<file path="config.mk">
export PLATFORM = sky130hd
export DESIGN_NAME = utf8_diacritic_folder
export DESIGN_NICKNAME = d
export VERILOG_FILES = /design/src/ufold_pkg.sv /design/src/ufold_match.sv /design/src/ufold_outq.sv /design/src/utf8_diacritic_folder.sv
export SDC_FILE = /design/constraint.sdc
export NUM_CORES = 1
export LEC_CHECK = 0
export BUFFER_PORTS_ARGS = -buffer_cell sky130_fd_sc_hd__buf_2
export CAP_MARGIN = 20
export CORE_ASPECT_RATIO = 0.75
export CORE_UTILIZATION = 50
export CTS_CLUSTER_DIAMETER = 60
export DETAILED_ROUTE_END_ITERATION = 12
export GPL_TIMING_DRIVEN = 0
export PLACE_DENSITY = 0.73
export SYNTH_ARGS = -nofsm -noshare
export SYNTH_HDL_FRONTEND = slang
export SYNTH_HIERARCHICAL = 1
export SYNTH_SLANG_ARGS = --single-unit
</file>
<file path="constraint.sdc">
create_clock -name clk_i -period 10.36 [get_ports clk_i]
set_clock_uncertainty 0.2 [all_clocks]
set_input_delay 2.072 -clock clk_i [delete_from_list [all_inputs] [get_ports clk_i]]
set_output_delay 2.072 -clock clk_i [all_outputs]
set_load 0.1 [all_outputs]
</file>
<file path="src/ufold_pkg.sv">
// shared types, constants and the fold code table for the utf-8 diacritic folder
// no dependencies
package ufold_pkg;

  localparam int unsigned OutqDepth = 4;
  localparam int unsigned OutqPtrW  = $clog2(OutqDepth);
  localparam int unsigned OutqCntW  = $clog2(OutqDepth + 1);

  typedef struct packed {
    logic [7:0] in_byte;
    logic       in_last;
  } in_beat_t;

  typedef struct packed {
    logic [7:0] out_byte;
    logic       out_last;
  } out_beat_t;

  // result of looking up a lead/trail pair
  typedef struct packed {
    logic       hit;
    logic       two;
    logic [7:0] rep0;
    logic [7:0] rep1;
  } fold_t;

  // everything one accepted beat produces
  typedef struct packed {
    logic      hit;
    logic [1:0] n_res;
    out_beat_t res0;
    out_beat_t res1;
    logic [7:0] held_byte;
    logic      held_valid;
  } step_t;

  function automatic fold_t fold_lookup(logic [7:0] lead, logic [7:0] trail);
    fold_t f;
    f.hit  = 1'b1;
    f.two  = 1'b0;
    f.rep0 = 8'h00;
    f.rep1 = 8'h00;
    case ({lead, trail})
      16'hC3A4, 16'hC3A0, 16'hC3A2, 16'hC485:           f.rep0 = "a";
      16'hC3B6, 16'hC3B4, 16'hC3B2, 16'hC3B3:           f.rep0 = "o";
      16'hC3BC, 16'hC3B9, 16'hC3BB:                     f.rep0 = "u";
      16'hC384, 16'hC380, 16'hC382, 16'hC484:           f.rep0 = "A";
      16'hC396, 16'hC394, 16'hC392, 16'hC393:           f.rep0 = "O";
      16'hC39C, 16'hC399, 16'hC39B:                     f.rep0 = "U";
      16'hC3A9, 16'hC3A8, 16'hC3AA, 16'hC3AB, 16'hC499: f.rep0 = "e";
      16'hC3A7, 16'hC487:                               f.rep0 = "c";
      16'hC3AE, 16'hC3AF, 16'hC3AC:                     f.rep0 = "i";
      16'hC389, 16'hC388, 16'hC38A, 16'hC38B, 16'hC498: f.rep0 = "E";
      16'hC387, 16'hC486:                               f.rep0 = "C";
      16'hC38E, 16'hC38F, 16'hC38C:                     f.rep0 = "I";
      16'hC582:                                         f.rep0 = "l";
      16'hC584:                                         f.rep0 = "n";
      16'hC59B:                                         f.rep0 = "s";
      16'hC5BA, 16'hC5BC:                               f.rep0 = "z";
      16'hC581:                                         f.rep0 = "L";
      16'hC583:                                         f.rep0 = "N";
      16'hC59A:                                         f.rep0 = "S";
      16'hC5B9, 16'hC5BB:                               f.rep0 = "Z";
      16'hC39F: begin
        f.rep0 = "s";
        f.rep1 = "s";
        f.two  = 1'b1;
      end
      default:                                          f.hit  = 1'b0;
    endcase
    return f;
  endfunction

endpackage

</file>
<file path="src/ufold_match.sv">
// pair matcher: decides the results and next pending byte for one beat
// depends on ufold_pkg
module ufold_match (
  input  logic [7:0]          held_byte_i,
  input  logic                held_valid_i,
  input  ufold_pkg::in_beat_t beat_i,
  output ufold_pkg::step_t    step_o
);

  ufold_pkg::fold_t fold;

  assign fold = ufold_pkg::fold_lookup(held_byte_i, beat_i.in_byte);

  always_comb begin
    step_o                     = '0;
    step_o.res0.out_byte       = beat_i.in_byte;
    step_o.res1.out_byte       = beat_i.in_byte;
    step_o.held_byte           = beat_i.in_byte;
    if (held_valid_i && fold.hit) begin
      // folded pair, pending byte consumed
      step_o.hit               = 1'b1;
      step_o.res0.out_byte     = fold.rep0;
      step_o.res1.out_byte     = fold.rep1;
      step_o.res0.out_last     = beat_i.in_last & ~fold.two;
      step_o.res1.out_last     = beat_i.in_last;
      step_o.n_res             = fold.two ? 2'd2 : 2'd1;
      step_o.held_byte         = 8'h00;
    end else if (held_valid_i) begin
      step_o.res0.out_byte     = held_byte_i;
      step_o.res1.out_last     = 1'b1;
      if (beat_i.in_last) begin
        step_o.n_res           = 2'd2;
        step_o.held_byte       = 8'h00;
      end else begin
        step_o.n_res           = 2'd1;
        step_o.held_valid      = 1'b1;
      end
    end else if (beat_i.in_last) begin
      step_o.res0.out_last     = 1'b1;
      step_o.n_res             = 2'd1;
      step_o.held_byte         = 8'h00;
    end else begin
      step_o.held_valid        = 1'b1;
    end
  end

endmodule

</file>
<file path="src/ufold_outq.sv">
// result queue: takes up to two beats per cycle, delivers one per cycle while the output is not stalled
// depends on ufold_pkg
module ufold_outq (
  input  logic                                clk_i,
  input  logic                                rst_ni,
  input  logic [1:0]                          push_n_i,
  input  ufold_pkg::out_beat_t                push0_i,
  input  ufold_pkg::out_beat_t                push1_i,
  output logic [ufold_pkg::OutqCntW-1:0]      count_o,
  output logic                                out_valid_o,
  input  logic                                out_stall_i,
  output ufold_pkg::out_beat_t                out_data_o
);

  ufold_pkg::out_beat_t                 mem_q [ufold_pkg::OutqDepth];
  logic [ufold_pkg::OutqPtrW-1:0]       wr_q, wr_d, wr_nxt;
  logic [ufold_pkg::OutqPtrW-1:0]       rd_q, rd_d;
  logic [ufold_pkg::OutqCntW-1:0]       cnt_q, cnt_d;
  logic                                 pop;

  assign pop         = (cnt_q != '0) && !out_stall_i;
  assign wr_nxt      = wr_q + 1'b1;
  assign wr_d        = wr_q + ufold_pkg::OutqPtrW'(push_n_i);
  assign rd_d        = pop ? rd_q + 1'b1 : rd_q;
  assign cnt_d       = cnt_q + ufold_pkg::OutqCntW'(push_n_i)
                     - ufold_pkg::OutqCntW'(pop);
  assign count_o     = cnt_q;
  assign out_valid_o = (cnt_q != '0);
  assign out_data_o  = mem_q[rd_q];

  always_ff @(posedge clk_i or negedge rst_ni) begin
    if (!rst_ni) begin
      wr_q  <= '0;
      rd_q  <= '0;
      cnt_q <= '0;
    end else begin
      wr_q  <= wr_d;
      rd_q  <= rd_d;
      cnt_q <= cnt_d;
    end
  end

  always_ff @(posedge clk_i) begin
    if (push_n_i != 2'd0) begin
      mem_q[wr_q] <= push0_i;
    end
    if (push_n_i == 2'd2) begin
      mem_q[wr_nxt] <= push1_i;
    end
  end

  a_cnt_bound: assert property (@(posedge clk_i) disable iff (!rst_ni)
    cnt_q <= ufold_pkg::OutqCntW'(ufold_pkg::OutqDepth))
    else $error("result queue overfilled");

  // below full the pointer gap wraps exactly like the count
  a_ptr_gap: assert property (@(posedge clk_i) disable iff (!rst_ni)
    (cnt_q != ufold_pkg::OutqCntW'(ufold_pkg::OutqDepth)) |->
    ((wr_q - rd_q) == cnt_q[ufold_pkg::OutqPtrW-1:0]))
    else $error("queue pointers disagree with count");

  // a stalled result beat stays offered and unchanged
  a_hold_stable: assert property (@(posedge clk_i) disable iff (!rst_ni)
    (out_valid_o && out_stall_i) |=> (out_valid_o && $stable(out_data_o)))
    else $error("stalled result beat changed");

endmodule

</file>
<file path="src/utf8_diacritic_folder.sv">
// order: each accepted input beat writes its result beats into the result queue, which offers them in order
// throughput: one input beat per cycle while the input is not stalled; a sharp s or a flush on a last beat makes
//   two result beats, drained one per cycle while the output is not stalled, from a four-entry result queue
// input stalls while the queue holds more than two beats
// reset: asynchronous, clears the pending byte and empties the result queue
// depends on ufold_pkg, ufold_match, ufold_outq
module utf8_diacritic_folder (
  input  logic                 clk_i,
  input  logic                 rst_ni,
  input  logic                 in_valid_i,
  output logic                 in_stall_o,
  input  ufold_pkg::in_beat_t  in_data_i,
  output logic                 out_valid_o,
  input  logic                 out_stall_i,
  output ufold_pkg::out_beat_t out_data_o
);

  // pending byte of a possible two-byte code
  logic [7:0]                       held_byte_q, held_byte_d;
  logic                             held_valid_q, held_valid_d;
  ufold_pkg::step_t                 step;
  logic                             accept;
  logic [1:0]                       push_n;
  logic [ufold_pkg::OutqCntW-1:0]   q_count;

  // room for two more beats is required before a beat is taken
  assign in_stall_o = q_count > ufold_pkg::OutqCntW'(ufold_pkg::OutqDepth - 2);
  assign accept     = in_valid_i && !in_stall_o;
  assign push_n     = accept ? step.n_res : 2'd0;

  // lookup and result selection for the incoming beat
  ufold_match u_match (
    .held_byte_i  (held_byte_q),
    .held_valid_i (held_valid_q),
    .beat_i       (in_data_i),
    .step_o       (step)
  );

  // pending byte only moves on an accepted beat
  assign held_byte_d  = accept ? step.held_byte  : held_byte_q;
  assign held_valid_d = accept ? step.held_valid : held_valid_q;

  always_ff @(posedge clk_i or negedge rst_ni) begin
    if (!rst_ni) begin
      held_byte_q  <= 8'h00;
      held_valid_q <= 1'b0;
    end else begin
      held_byte_q  <= held_byte_d;
      held_valid_q <= held_valid_d;
    end
  end

  // result queue doubles as the output register
  ufold_outq u_outq (
    .clk_i       (clk_i),
    .rst_ni      (rst_ni),
    .push_n_i    (push_n),
    .push0_i     (step.res0),
    .push1_i     (step.res1),
    .count_o     (q_count),
    .out_valid_o (out_valid_o),
    .out_stall_i (out_stall_i),
    .out_data_o  (out_data_o)
  );

  // a last beat always leaves nothing pending
  a_last_clears: assert property (@(posedge clk_i) disable iff (!rst_ni)
    (accept && in_data_i.in_last) |=> !held_valid_q)
    else $error("pending byte survived end of text");

  // a folded pair consumes the pending byte
  a_hit_clears: assert property (@(posedge clk_i) disable iff (!rst_ni)
    (accept && step.hit) |=> (!held_valid_q && held_byte_q == 8'h00))
    else $error("pending byte kept after fold");

  // a beat with no fold and no end of text is held
  a_miss_holds: assert property (@(posedge clk_i) disable iff (!rst_ni)
    (accept && !step.hit && !in_data_i.in_last) |=>
    (held_valid_q && held_byte_q == $past(in_data_i.in_byte)))
    else $error("unmatched byte not held");

  // idle cycles do not disturb the pending byte
  a_idle_stable: assert property (@(posedge clk_i) disable iff (!rst_ni)
    !accept |=> ($stable(held_valid_q) && $stable(held_byte_q)))
    else $error("pending byte changed without a beat");

endmodule
</file>
* Word level (Yosys, flattened, before mapping)
Memory sizes are Yosys's and may differ from the RTL's. Cells that the tools add are included.
Storage, ports and cells: word-level logic and storage cells 114, memories 1, bits in registers 16, input bits 13, output and inout port bits 11, bits in writable memories 36
Memories:
- u_outq.mem_q | words 4, width 9, rd ports 1, clocked after memory_dff 0, wr ports 2, RTL line ufold_outq.sv:15 | ufold_pkg::out_beat_t mem_q [ufold_pkg::OutqDepth];
Operators by class: magnitude comparators 1, eq/ne operators 54, bitwise gates (word level) 2, add/sub/neg operators 5, mux-type cells 23, reduce and logical (&&, ||, !) cells 23
Operators with widths (number):
- $eq 16x16->1 const B | 53
- $pmux 7 s20 | 1
- $reduce_or 53->1 | 1
- $mux 8 | 3
- $reduce_or 4->1 | 4
- $mux 1 | 12
- $reduce_or 3->1 | 4
- $mux 11 | 1
- $reduce_or 2->1 | 5
- $reduce_or 5->1 | 2
- $mux 9 | 1
- $mux 2 | 4
- $mux 7 | 1
- $add 2x1->2 const B | 2
- $add 3x2->3 | 1
- $gt 3x2->1 const B | 1
- $logic_and 1x1->1 | 3
- $reduce_bool 3->1 | 1
- $sub 3x1->3 | 1
- $add 2x2->2 | 1
- $eq 2x2->1 const B | 1
- $logic_not 1->1 | 2
- $reduce_bool 2->1 | 1
- $and 1x1->1 | 1
- $not 1->1 | 1

* Logic depth before layout (Yosys ltp)
depth in word-level cells 9, mapped depth 18, depth with buffers taken out 15

* By module
The synthesis kept the hierarchy.
By module, submodules not included:
- ufold_outq | sequential area each 1256.2 um^2, area each 2168.3 um^2, cells an instance 127, times used 1
- ufold_match | sequential area each 0.0 um^2, area each 1367.6 um^2, cells an instance 197, times used 1
- utf8_diacritic_folder | sequential area each 225.2 um^2, area each 416.6 um^2, cells an instance 26, times used 1

* Least setup slack after synthesis
No wires, ideal clock.
path kind in2reg, start point in in_data_i[6] (netlist name), end point mem u_outq/mem_q[0][0] (netlist name) (enable), required time 9770 ps, arrival time 5036 ps, path slack 4734 ps, stages on the path 13, setup time 390 ps, path buffers 2, path through buf_6 > or4b_4 > a211oi_2 > a211oi_1 > o21ai_2 > a2111oi_4 > nand2b_4 > buf_6 > a21oi_1 > inv_1 > nor2_1 > nor2_1 > o31ai_1
RTL lines:
- from (decl) | RTL line utf8_diacritic_folder.sv:12 | input ufold_pkg::in_beat_t in_data_i,
- to (decl) | RTL line ufold_outq.sv:15

==> impl_metrics.prom <==
# TYPE chip_impl_metric gauge
chip_impl_metric{name="drt_first_pass_iters",unit=""} 6
chip_impl_info{name="hold-path-endpoint",value="u_outq/count_o[2]"} 1
chip_impl_metric{name="drc",unit=""} 0
chip_impl_info{name="mostFrequentLayoutCell",value="mux2_2"} 1
chip_impl_info{name="hold_crit_path_type",value="flip-flop to flip-flop"} 1
chip_impl_metric{name="number_of_antenna_violations_at_the_first_check_in_global_routing",unit=""} 0
chip_impl_metric{name="total_internal_power",unit="mW"} 0.576
chip_impl_info{name="cts_tree",value="done"} 1
chip_impl_metric{name="fmax",unit="MHz"} 167
chip_impl_metric{name="globalRoute.totalOverflow",unit=""} 0
chip_impl_metric{name="clock_insertion_delay_worst_skew",unit="ns"} 0.30
chip_impl_metric{name="die_height",unit="um"} 79.0
chip_impl_metric{name="hold-path-cell-count",unit=""} 1
chip_impl_info{name="hold_path.startpoint",value="u_outq/count_o[2]"} 1
chip_impl_metric{name="register_to_register_setup_slack",unit="ns"} 5.73
chip_impl_info{name="grt_setup_unrepaired",value="false"} 1
chip_impl_metric{name="chipWidth",unit="um"} 105
chip_impl_metric{name="viasPerCell",unit=""} 6.27
chip_impl_metric{name="numClockSinks",unit=""} 52
chip_impl_metric{name="drt_total_wl",unit="um"} 9580
chip_impl_metric{name="synth_area",unit="um2"} 3950
chip_impl_info{name="setup.worst_path.start_class",value="input pin"} 1
chip_impl_metric{name="drive_gt1_share",unit="%"} 32.5
chip_impl_metric{name="finish.cell_count_without_fillers",unit=""} 480
chip_impl_metric{name="synth.net_count",unit=""} 369
chip_impl_metric{name="drt-wirelength-per-cell",unit="um"} 20.0
chip_impl_metric{name="synth-warning-count",unit=""} 6
chip_impl_metric{name="reg2regPathDepth",unit=""} 12
chip_impl_metric{name="whs",unit="ns"} 0.330
chip_impl_metric{name="dp_worst_setup_slack",unit="ns"} 4.16
chip_impl_metric{name="finalSetupViolations",unit=""} 0
chip_impl_metric{name="syn-mean-instance-area",unit="um2"} 11.3
chip_impl_metric{name="finish.instance_area",unit="um2"} 4270
chip_impl_metric{name="portBuffers",unit=""} 22
chip_impl_info{name="status",value="finished clean"} 1
chip_impl_metric{name="power_switching_share",unit="%"} 47.2
chip_impl_info{name="crit-reg2reg-capture",value="u_outq/mem_q[3][3]"} 1
chip_impl_metric{name="top_level_ports",unit=""} 24
chip_impl_metric{name="total_neg_setup_slack",unit="ns"} 0
chip_impl_metric{name="total_leakage_power",unit="nW"} 1.62
chip_impl_metric{name="cts_hold_buf",unit=""} 0
chip_impl_metric{name="gp_routability_congestion",unit=""} 0.937
chip_impl_metric{name="timing_hold_violations_final",unit=""} 0
chip_impl_metric{name="power_density",unit="nW/um2"} 255
chip_impl_info{name="worstReg2RegStart",value="held_byte_q[2]"} 1
chip_impl_metric{name="nNetsFinal",unit=""} 398
chip_impl_metric{name="grt_start_max_net_pins",unit=""} 17
chip_impl_metric{name="initial_core_util",unit="%"} 52.7
chip_impl_metric{name="critical_path_arrival",unit="ns"} 5.72
chip_impl_metric{name="num_antenna_cells",unit=""} 0
chip_impl_metric{name="power_frac_comb",unit="%"} 58.5
chip_impl_metric{name="antenna_left",unit=""} 0
chip_impl_metric{name="grt_pass1_wl",unit="um"} 15400
chip_impl_metric{name="place.detailed.hpwl",unit="um"} 7050
chip_impl_info{name="crit_path_end_kind",value="flip-flop"} 1
chip_impl_metric{name="areaGrowthSynthToFinish",unit="%"} 8.24
chip_impl_metric{name="grt_pass1_vias",unit=""} 2852
chip_impl_metric{name="net-switching-power",unit="mW"} 0.515
chip_impl_metric{name="drt-initial-drc-count",unit=""} 356
chip_impl_metric{name="drv_slew",unit=""} 0
chip_impl_metric{name="design_power_total",unit="mW"} 1.09
chip_impl_metric{name="dpl-instance-area",unit="um2"} 4190
chip_impl_metric{name="worst_path_max_fanout",unit=""} 10
chip_impl_metric{name="seq_power_share",unit="%"} 31.1
chip_impl_metric{name="ctsResizeCount",unit=""} 0
chip_impl_metric{name="power_frac_clock",unit="%"} 10.4
chip_impl_metric{name="fin_util",unit="%"} 57.0
chip_impl_metric{name="place.detailed.instances",unit=""} 472
chip_impl_metric{name="num_vias",unit=""} 3011
chip_impl_metric{name="timing.critical_path.required",unit="ns"} 10.09
chip_impl_metric{name="total_routing_usage_gr",unit="%"} 24.3
chip_impl_metric{name="ir_worst_vdd",unit="uV"} 151
chip_impl_info{name="criticalPathCategory",value="input pin to flip-flop"} 1
chip_impl_metric{name="core-area",unit="um2"} 7500
chip_impl_metric{name="timing_worst_slew_pin_value",unit="ns"} 1.04
chip_impl_metric{name="setup_ws",unit="ns"} 4.37
chip_impl_metric{name="path_clk_slew",unit="ns"} 0.09
chip_impl_metric{name="placement_rows",unit=""} 27
chip_impl_metric{name="cap_viol_max_count",unit=""} 0
chip_impl_metric{name="period_share",unit="%"} 57.8
chip_impl_metric{name="cts_buffer_depth",unit=""} 2
chip_impl_info{name="layout.cells.most_common_list",value="38 x mux2_2, 36 x edfxtp_1, 31 x buf_2, 20 x nor2_1"} 1
chip_impl_metric{name="fp.dieArea",unit="um2"} 8260
chip_impl_metric{name="post_synth_inst_count",unit=""} 349
chip_impl_metric{name="post-route-min-period",unit="ns"} 5.99
chip_impl_info{name="clock_tree.root_cell",value="clkbuf_8"} 1
chip_impl_metric{name="ctsHtreeMaxLevel",unit=""} 2
chip_impl_metric{name="postCtsSetupRepairBufs",unit=""} 0
chip_impl_metric{name="worst_slew_margin_rel",unit="%"} 30.6
chip_impl_metric{name="tritoncts.num_buffers",unit=""} 5
## worst max-delay path: stages
cell	delay, ns
buf_2	0.15
clkbuf_1	0.27
nand2_1	0.26
o22ai_1	0.14
a211o_1	0.39
a2111oi_4	0.47
nand2b_4	0.22
buf_6	0.13
a21o_1	0.11
inv_1	0.04
nor2_1	0.23
nor2b_1	0.31
a21oi_1	0.09
nor2b_1	0.82
## worst max-delay path by stage
stage	depth (start not counted)	startpoint	slack, ns	to
6_report	14	in_data_i[4]	4.37	u_outq/mem_q[3][3]
5_1_grt	14	in_data_i[4]	4.09	u_outq/mem_q[3][4]
4_1_cts	14	in_data_i[4]	4.47	u_outq/mem_q[3][3]
3_5_place_dp	14	in_data_i[4]	4.16	u_outq/mem_q[3][3]
3_3_place_gp	13	in_data_i[4]	3.68	u_outq/mem_q[0][4]
2_1_floorplan	13	in_data_i[6]	4.74	u_outq/mem_q[0][0]
## metal layers
metal,part of all wire (%),GRT usage (%)
met3,8.1,5.34
met5,0,0
met4,0.89,4.93
met2,44,36.2
met1,47,36.3
## state kept, by name, summed over array words and instances, names as in the netlist
register,cells
u_outq/count_o,3
u_outq/mem_q,36
held_byte_q,8
u_outq/rd_q,2
held_valid_q,1
u_outq/wr_q,2
## power by group through the flow
stage / Sequential (mW) / Clock, mW / Combinational (mW)
final: 0.340 / 0.113 / 0.638
after floorplan: 0.331 / 0 / 0.538
after CTS: 0.340 / 0.115 / 0.639
after global placement: 0.343 / 0 / 0.626
after global routing: 0.346 / 0.123 / 0.680
after detailed placement: 0.343 / 0 / 0.638
## final cells by class
| type | instances | area (um2) |
|---|---|---|
| fillers | 652 | 3230 |
| multi-input cells | 258 | 2260 |
| flip-flops and latches | 52 | 1480 |
| plain buffers | 23 | 154 |
| well taps | 101 | 126 |
| repair buffers | 22 | 110 |
| clock buffers | 6 | 72.6 |
| inverters | 16 | 60.1 |
| clock inverters | 2 | 11.3 |
No activity file was read; power rests on OpenSTA's default activity.
